[config.mk]
export PLATFORM = sky130hd
export DESIGN_NAME = rf_pulse_width_capture_fifo
export DESIGN_NICKNAME = d
export VERILOG_FILES = /design/src/design/pwc_pkg.sv /design/src/design/rf_pulse_width_capture_fifo.sv /design/src/design/pwc_ram.sv /design/src/design/pwc_core.sv
export SDC_FILE = /design/constraint.sdc
export NUM_CORES = 2
export LEC_CHECK = 0
export BUFFER_PORTS_ARGS = -buffer_cell sky130_fd_sc_hd__buf_2
export CAP_MARGIN = 20
export CORE_UTILIZATION = 57
export DETAILED_ROUTE_END_ITERATION = 8
export PLACE_DENSITY = 0.76
export SLEW_MARGIN = 20
export SYNTH_ARGS = -nofsm -noshare
export SYNTH_HDL_FRONTEND = slang
export SYNTH_SLANG_ARGS = --single-unit
[constraint.sdc]
create_clock -name clk -period 10 [get_ports clk]
set_input_delay 2 -clock clk [delete_from_list [all_inputs] [get_ports clk]]
set_output_delay 2 -clock clk [all_outputs]
set_load 0.005 [all_outputs]
[src/design/pwc_pkg.sv]
// shared types and constants of the pulse width capture fifo
package pwc_pkg;

	// ring depth, a power of two
	localparam int FIFO_DEPTH = 128;
	localparam int ADDR_W     = $clog2(FIFO_DEPTH);
	localparam int PTR_W      = ADDR_W + 1;

	localparam int TIME_W     = 32;
	localparam int CFG_W      = 16;
	localparam int COUNT_W    = 8;

	// reset values of the configuration registers
	localparam logic [CFG_W-1:0] MIN_PULSE_RESET = 16'd250;
	localparam logic [CFG_W-1:0] MIN_GAP_RESET   = 16'd3000;

	// configuration register indexes
	typedef enum logic [1:0] {
		CFG_MIN_PULSE = 2'd0,
		CFG_MIN_GAP   = 2'd1,
		CFG_ENABLE    = 2'd2,
		CFG_UNUSED    = 2'd3
	} cfg_index_t;

	// input commands
	typedef enum logic {
		CMD_EDGE = 1'b0,
		CMD_POP  = 1'b1
	} cmd_t;

	// stream data widths
	localparam int S_TDATA_W = 40;
	localparam int M_TDATA_W = 48;

	// configuration seen by the core
	typedef struct packed {
		logic [CFG_W-1:0] pulse_floor;
		logic [CFG_W-1:0] min_gap_length;
		logic             receive_enable;
	} cfg_t;

	// ring access request from the core to the storage
	typedef struct packed {
		logic              we;
		logic [ADDR_W-1:0] waddr;
		logic [TIME_W-1:0] wdata;
		logic              re;
		logic [ADDR_W-1:0] raddr;
	} ram_req_t;

	// per-item status from the core
	typedef struct packed {
		logic             pulse_valid;
		logic             pulse_stored;
		logic             reading;
		logic [PTR_W-1:0] count;
	} core_res_t;

endpackage

[src/design/rf_pulse_width_capture_fifo.sv]
// top level of the pulse width capture fifo
//
// Input stream: one transaction per edge event or pop. s_tuser carries the
// command (0 edge, 1 pop), s_tdata the edge timestamp and pin level.
// Output stream: exactly one result transaction per input transaction, in
// order, with the pop data, push flag, reading state and fifo occupancy.
// Configuration: cfg_valid/cfg_index/cfg_data write one register per cycle;
// cfg_ready is always high. Writes are expected only while the block is idle.
// Results are registered: a result appears on m_tvalid in the cycle after its input is taken.
// Throughput: one item per cycle while results are taken; the interval subtract,
// two compares and a single ring access per item all fit between the input and
// the result register, and the ring's one read and one write port serve it.
// Stall: when m_tready is low with a result held, s_tready drops until the
// result is taken; s_tready is high again in the cycle m_tready returns.
// Reset: arst_n clears the pointers, reading state, last edge time and the
// configuration to its defaults; ring contents stay undefined until written.
module rf_pulse_width_capture_fifo
	import pwc_pkg::*;
(
	input  logic                 clk,
	input  logic                 arst_n,
	// configuration write channel
	input  logic                 cfg_valid,
	output logic                 cfg_ready,
	input  logic [1:0]           cfg_index,
	input  logic [CFG_W-1:0]     cfg_data,
	// input stream
	input  logic                 s_tvalid,
	output logic                 s_tready,
	input  logic [S_TDATA_W-1:0] s_tdata,  // edge_time[31:0], pin_level[32], zero fill
	input  logic                 s_tuser,  // command[0]
	// result stream
	output logic                 m_tvalid,
	input  logic                 m_tready,
	// pulse_valid[0], pulse_word[32:1], pulse_stored[33], reading[34],
	// fifo_count[42:35], zero fill
	output logic [M_TDATA_W-1:0] m_tdata
);

	cfg_t              cfg_q;
	ram_req_t          ram_req;
	core_res_t         res;
	logic [TIME_W-1:0] rdata;
	logic              fire;
	logic              out_valid_q;
	core_res_t         res_q;
	logic [TIME_W-1:0] word_out;
	logic [31:0]       count_wide;

	// configuration registers
	assign cfg_ready = 1'b1;

	always_ff @(posedge clk or negedge arst_n) begin
		if (!arst_n) begin
			cfg_q.pulse_floor    <= MIN_PULSE_RESET;
			cfg_q.min_gap_length <= MIN_GAP_RESET;
			cfg_q.receive_enable <= 1'b0;
		end else if (cfg_valid) begin
			unique case (cfg_index_t'(cfg_index))
				CFG_MIN_PULSE: cfg_q.pulse_floor    <= cfg_data;
				CFG_MIN_GAP:   cfg_q.min_gap_length <= cfg_data;
				CFG_ENABLE:    cfg_q.receive_enable <= cfg_data[0];
				CFG_UNUSED:    ;
			endcase
		end
	end

	// take a new item whenever the result register is free or being emptied
	assign s_tready = !out_valid_q || m_tready;
	assign fire     = s_tvalid && s_tready;

	pwc_core u_core (
		.clk       (clk),
		.arst_n    (arst_n),
		.cfg       (cfg_q),
		.fire      (fire),
		.command   (s_tuser),
		.edge_time (s_tdata[TIME_W-1:0]),
		.pin_level (s_tdata[TIME_W]),
		.ram_req   (ram_req),
		.res       (res)
	);

	pwc_ram u_ram (
		.clk   (clk),
		.req   (ram_req),
		.rdata (rdata)
	);

	// result register
	always_ff @(posedge clk or negedge arst_n) begin
		if (!arst_n) begin
			out_valid_q <= 1'b0;
		end else if (s_tready) begin
			out_valid_q <= s_tvalid;
		end
	end

	always_ff @(posedge clk) begin
		if (fire) begin
			res_q <= res;
		end
	end

	// empty pops report a zero word
	assign word_out   = res_q.pulse_valid ? rdata : '0;
	assign count_wide = 32'(res_q.count);

	assign m_tvalid = out_valid_q;
	assign m_tdata  = {5'b0, count_wide[COUNT_W-1:0], res_q.reading, res_q.pulse_stored,
		word_out, res_q.pulse_valid};

endmodule

[src/design/pwc_ram.sv]
// pulse storage ring: one write port, one registered read port
module pwc_ram
	import pwc_pkg::*;
(
	input  logic              clk,
	input  ram_req_t          req,
	output logic [TIME_W-1:0] rdata
);

	logic [TIME_W-1:0] mem [FIFO_DEPTH];

	// write port
	always_ff @(posedge clk) begin
		if (req.we) begin
			mem[req.waddr] <= req.wdata;
		end
	end

	// registered read port
	always_ff @(posedge clk) begin
		if (req.re) begin
			rdata <= mem[req.raddr];
		end
	end

endmodule

[src/design/pwc_core.sv]
// edge interval measurement, reading state and ring pointers
module pwc_core
	import pwc_pkg::*;
(
	input  logic              clk,
	input  logic              arst_n,
	input  cfg_t              cfg,
	input  logic              fire,
	input  logic              command,
	input  logic [TIME_W-1:0] edge_time,
	input  logic              pin_level,
	output ram_req_t          ram_req,
	output core_res_t         res
);

	logic [TIME_W-1:0] last_edge_q;
	logic              reading_q;
	logic [PTR_W-1:0]  head_q;
	logic [PTR_W-1:0]  tail_q;

	logic [TIME_W-1:0] diff;
	logic [TIME_W-1:0] word;
	logic [PTR_W-1:0]  used;
	logic              empty;
	logic              full;
	logic              is_pop;
	logic              is_edge;
	logic              reading_d;
	logic              do_push;
	logic              do_pop;

	// interval word with the new pin level in the lsb
	assign diff = edge_time - last_edge_q;
	assign word = {diff[TIME_W-1:1], pin_level};

	// occupancy from pointers that run over twice the depth
	assign used  = tail_q - head_q;
	assign empty = (head_q == tail_q);
	assign full  = (used == PTR_W'(FIFO_DEPTH));

	assign is_pop  = (cmd_t'(command) == CMD_POP);
	assign is_edge = !is_pop && cfg.receive_enable;

	// minimum pulse test wins over the gap test
	always_comb begin
		reading_d = reading_q;
		if (is_edge) begin
			priority if (word < TIME_W'(cfg.pulse_floor)) begin
				reading_d = 1'b0;
			end else if (word > TIME_W'(cfg.min_gap_length)) begin
				reading_d = 1'b1;
			end else begin
				reading_d = reading_q;
			end
		end
	end

	assign do_push = is_edge && reading_d && !full;
	assign do_pop  = is_pop && !empty;

	// ring access
	always_comb begin
		ram_req.we    = fire && do_push;
		ram_req.waddr = tail_q[ADDR_W-1:0];
		ram_req.wdata = word;
		ram_req.re    = fire && do_pop;
		ram_req.raddr = head_q[ADDR_W-1:0];
	end

	// status after this item
	always_comb begin
		res.pulse_valid  = do_pop;
		res.pulse_stored = do_push;
		res.reading      = reading_d;
		res.count        = tail_q + PTR_W'(do_push) - head_q - PTR_W'(do_pop);
	end

	// state update on each accepted transaction
	always_ff @(posedge clk or negedge arst_n) begin
		if (!arst_n) begin
			last_edge_q <= '0;
			reading_q   <= 1'b0;
			head_q      <= '0;
			tail_q      <= '0;
		end else if (fire) begin
			if (is_edge) begin
				last_edge_q <= edge_time;
				reading_q   <= reading_d;
			end
			if (do_push) begin
				tail_q <= tail_q + PTR_W'(1);
			end
			if (do_pop) begin
				head_q <= head_q + PTR_W'(1);
			end
		end
	end

endmodule

== Word-level counts from Yosys, hierarchy flattened ==
Memories as Yosys holds them, arrays and structs flattened. A register that Yosys moved wholly into a read port is not among the register bits.
Cells that the tools add are included.
Operators by class
  divide/modulo/power cells: 0
  add/subtract/negate cells: 7
  muxes and demuxes: 6
  $mul: 0
  shift operators: 0
  reductions and logical operators: 19
  equality and inequality tests: 4
  bitwise logic cells: 0
  $lt $le $gt $ge: 2
Operator list (number)
  > comparator 32 x 16 -> 1 bit: 1
  < comparator 32 x 16 -> 1 bit: 1
  two-way mux 32 bit: 1
  subtractor 32 bit: 1
  adder 8 x 1 -> 8 bit, second input constant: 2
  subtractor 8 bit: 2
  AND reduction 2 bit: 6
  adder 8 x 1 -> 8 bit: 1
  equality test 8 bit: 1
  equality test 8 bit, second input constant: 1
  subtractor 8 x 1 -> 8 bit: 1
  logical AND 1 bit: 7
  two-way mux 1 bit: 5
  logical NOT 1 bit: 4
  equality test 2 x 1 -> 1 bit, second input constant: 1
  equality test 2 bit, second input constant: 1
  logical NOT 2 bit: 1
  logical OR 1 bit: 1
Storage, ports and cells
  bits in latches: 0
  RAM bits: 4096
  bits in read-only memories: 0
  input bits: 64
  register bits: 94
  memories: 1
  word-level logic and storage cells: 51
Memories
  u_ram.mem: depth 128, bits a word 32, rd ports 1, clocked after Yosys merged registers in 1, write ports 1, RTL line pwc_ram.sv:10  | logic [TIME_W-1:0] mem [FIFO_DEPTH];

== Depth between registers and ports, before layout ==
  word-level depth: 10
  gate-level depth with buffers: 29

== By module ==
From an unflattened synthesis, not the netlist that was laid out.
Unflattened totals
  cell total of the unflattened synthesis: 6843
  area, all modules: 164195.0 um^2
Modules (own cells, without submodules)
  pwc_ram: times used 1, area an instance 156596.4 um^2, cells each 5990
  pwc_core: times used 1, area an instance 5690.5 um^2, cells each 724
  rf_pulse_width_capture_fifo: times used 1, area an instance 1908.1 um^2, cells each 129

== Worst setup path after synthesis ==
No wires, ideal clock.
  path type: input -> register
  start: in s_tdata[1]
  end: mem u_ram.mem[52][0] (enable)
  slack: -1723 ps
  required time: 9539 ps
  stages: 20
  data arrival time: 11262 ps
  path through: inv_1 > fa_1 > nand2b_1 > a21oi_1 > o21ai_0 > and2_1 > xnor2_1 > ha_1 > nand4_1 > nor2_1 > nand2_1 > or4_1 > o221ai_1 > a21oi_1 > or4_1 > o21ai_4 > or2_2 > buf_4 > buf_6 > nor3_1
RTL lines
  from (decl): RTL line rf_pulse_width_capture_fifo.sv:30  | input logic [S_TDATA_W-1:0] s_tdata,
  to (decl): RTL line pwc_ram.sv:10

==> qor.csv <==
metric,value,unit
nets@finish,7411,
Max Cap Viol,0,
Least-Margin Pin Slew,1210,ps
clk_skew,65.7,ps
total grt overflow,0,
H-Tree Depth,5,
min Tclk post-route,8100,ps
Cells after Synth,6851,
status,finished clean,
total number of vias,80736,
setup TNS,0,ps
initial antenna violation count,57,
min setup slack post-route,1900,ps
die height,538,um
Final Hold Fails,0,
met3 wire length,57600,um
"Slew Viols, Final",0,
die extent in x,538,um
Mean Syn Cell Area,23.9,um2
CP Capture Type,flip-flop,
die area,290000,um2
area grow syn2layout,12.2,%
crit start category,input port,
register area share after synthesis,77.1,%
core footprint,285000,um2
# setup viols final,0,
M1 WL,149000,um
register bit count reported by yosys,4222,
Cell Pwr Density,326,nW/um2
layout cells sized above 1,33.1,%
top sig layer,met5,
latest clock arrival within the worst-skew pair,940,ps
LEAKAGE,57.5,nW
Post-synth EDFFs,4139,
"Primary FF master, synth",edfxtp_1,
synthesized area,164000,um2
relative slew slack,19.5,%
DRT iter0 DRCs,13059,
starting density of the core,57.4,%
drc violations,0,
CTS-repair resized insts,0,
maximum vdd drop,0.403,mV
RSZ-0062 raised after global routing,no,
dominant cell type by area after synthesis,edfxtp_1,
Placed Area,171000,um2
CTS tree,built,
Pwr Total,60.0,mW
WS Path Type,input port to flip-flop,
CTS sink count,4222,
pin count of the biggest net entering global routing,145,
Wirelength per Cell,39.3,um
Worst EP arrival,8760,ps
vias in the first global route,81172,
asr flop ratio synth,1.97,%
IO Count,115,
Post-CTS Setup Bufs,0,
DPL Wire Length,220000,um
clk slew on worst S/H paths,60,ps
TritonCTS Buffers,403,
Slowest cell on crit path,fa_1,
routed wire length,447000,um
YS warnings,0,
Total GRT Usage,30.9,%
global-route wire length before repair,624000,um
Max Root-Sink Buffers,4,
share of the synthesized area in the top cell type,75.8,%
drt pass-1 iters,5,
Worst EP required,10660,ps
WL met2,215000,um
cts hold-fix bufs,0,
"Max FO, Critical Path",50,
Hold Path Class,flip-flop to flip-flop,
pre-CTS setup slack,1060,ps
Buffers on Ports,101,
fin crit share,81.0,%
GPL Wtd Cong,0.956,
CP peak stage delay,530,ps
CTS Root Buffer Type,clkbuf_16,
drt via density,7.11,
Post-DRT Antenna Nets,0,
post-synth cell types,65,
post-route cell area,184000,um2
synth top area cells,"edfxtp_1 (76%), mux4_2 (18%), dfrtp_1 (1.1%)",
Peak Freq,123,MHz
Rows,196,
## where the power goes
group	internal, mW	total, mW	switching (mW)
sequential	24.3	24.6	0.332
clock	8.60	15.3	6.67
combinational	6.81	20.1	13.3
total	39.7	60.0	20.3
## stage by stage
stage | hold slack [ps] | utilization [%] | cells
final | 496 | 64.4 | 11361
after CTS | 497 | 64.4 | 11345
after detailed placement | 485 | 59.9 | 10614
after global placement | 481 | 59.9 | 10613
after global routing | 510 | 64.4 | 11347
after floorplan | 460 | - | 6855
## cells in the mapped netlist, types with 5 or more instances
library cell and number:
dfrtp_1 70, nor4_1 5, or3_1 5, edfxtp_1 4139, dfstp_2 13, a21oi_1 47, nor3_1 135, a31oi_1 6
inv_1 100, a211oi_1 9, nor2_1 38, buf_4 8, and2_1 36, ha_1 86, nor2b_1 11, nand4_1 13
o21a_1 10, mux4_2 1344, a21o_1 10, mux2_2 51, buf_2 11, nand2b_1 8, xnor2_1 39, or4_1 5
xor2_1 17, buf_1 99, nand3_1 18, clkbuf_1 239, o21ai_0 46, nand2_1 169
## sequential cells by signal, summed over array words and instances (netlist names), 8 cells and up
signal and flops:
cfg_q 33, u_core.tail_q 8, u_core.last_edge_q 32, m_tdata 11, u_ram.mem 4096, u_ram.rdata 32
u_core.head_q 8
## cells in the final DEF (no fill, tap or decap), types with 65 or more instances in the layout
cell type / instances
inv_1: 98
clkbuf_1: 92
clkinv_1: 69
clkinv_2: 80
nand2_1: 169
nor3_2: 125
ha_1: 86
buf_2: 99
clkbuf_16: 413
buf_4: 248
edfxtp_1: 4139
dfrtp_1: 65
mux4_2: 1344
## final cells by class
| type | count | area, um2 |
|---|---|---|
| sequential | 4222 | 126000 |
| multi-input combinational | 2171 | 36900 |
| antenna | 16 | 40.0 |
| clock buffer | 512 | 10800 |
| fill | 17257 | 102000 |
| tap | 3762 | 4710 |
| timing repair buffer | 356 | 2530 |
| clock inverter | 219 | 2120 |
| inverter | 103 | 399 |
## worst max-delay path, delay by kind of cell
family / cells / cell delay, ps
and+or+nand+nor: 6 / 1250
adders and majority gates: 6 / 2180
AOI/OAI and AO/OA: 10 / 2240
buffers and inverters: 5 / 820
xor gates and xnor gates: 2 / 260
## worst paths after layout
path / slack, ps / cells after the start / from / endpoint
min: 500 / 1 / u_core.last_edge_q[0]$_DFFE_PN0P_ / u_core.last_edge_q[0]$_DFFE_PN0P_
max in group asynchronous: 7740 / 2 / arst_n / u_core.head_q[4]$_DFFE_PN0P_
max: 1900 / 29 / s_tdata[1] / m_tdata[42]$_DFFE_PP_
min in group asynchronous: 970 / 1 / arst_n / u_core.last_edge_q[17]$_DFFE_PN0P_
max reg2reg: 2710 / 28 / u_core.last_edge_q[0]$_DFFE_PN0P_ / m_tdata[42]$_DFFE_PP_
min reg2reg: 500 / 1 / u_core.last_edge_q[0]$_DFFE_PN0P_ / u_core.last_edge_q[0]$_DFFE_PN0P_
## kinds of logic after synthesis
kind of cell | after synthesis | share of synthesized area, %
AOI/OAI and AO/OA | 168 | 0.645
buffers and inverters | 462 | 1.09
DFF | 4222 | 77.1
other | 2 | 0.00458
muxes | 1397 | 18.8
xor gates and xnor gates | 56 | 0.299
and+or+nand+nor | 454 | 1.32
adders and majority gates | 90 | 0.705
## layer usage
layer / GRT usage [%] / vias up
met4: 14.7 / 36
met3: 7.84 / 1110
met2: 49.0 / 6823
met5: 0 / -
li1: - / 30181
met1: 40.7 / 42586
(Power assumes the default switching activity.)
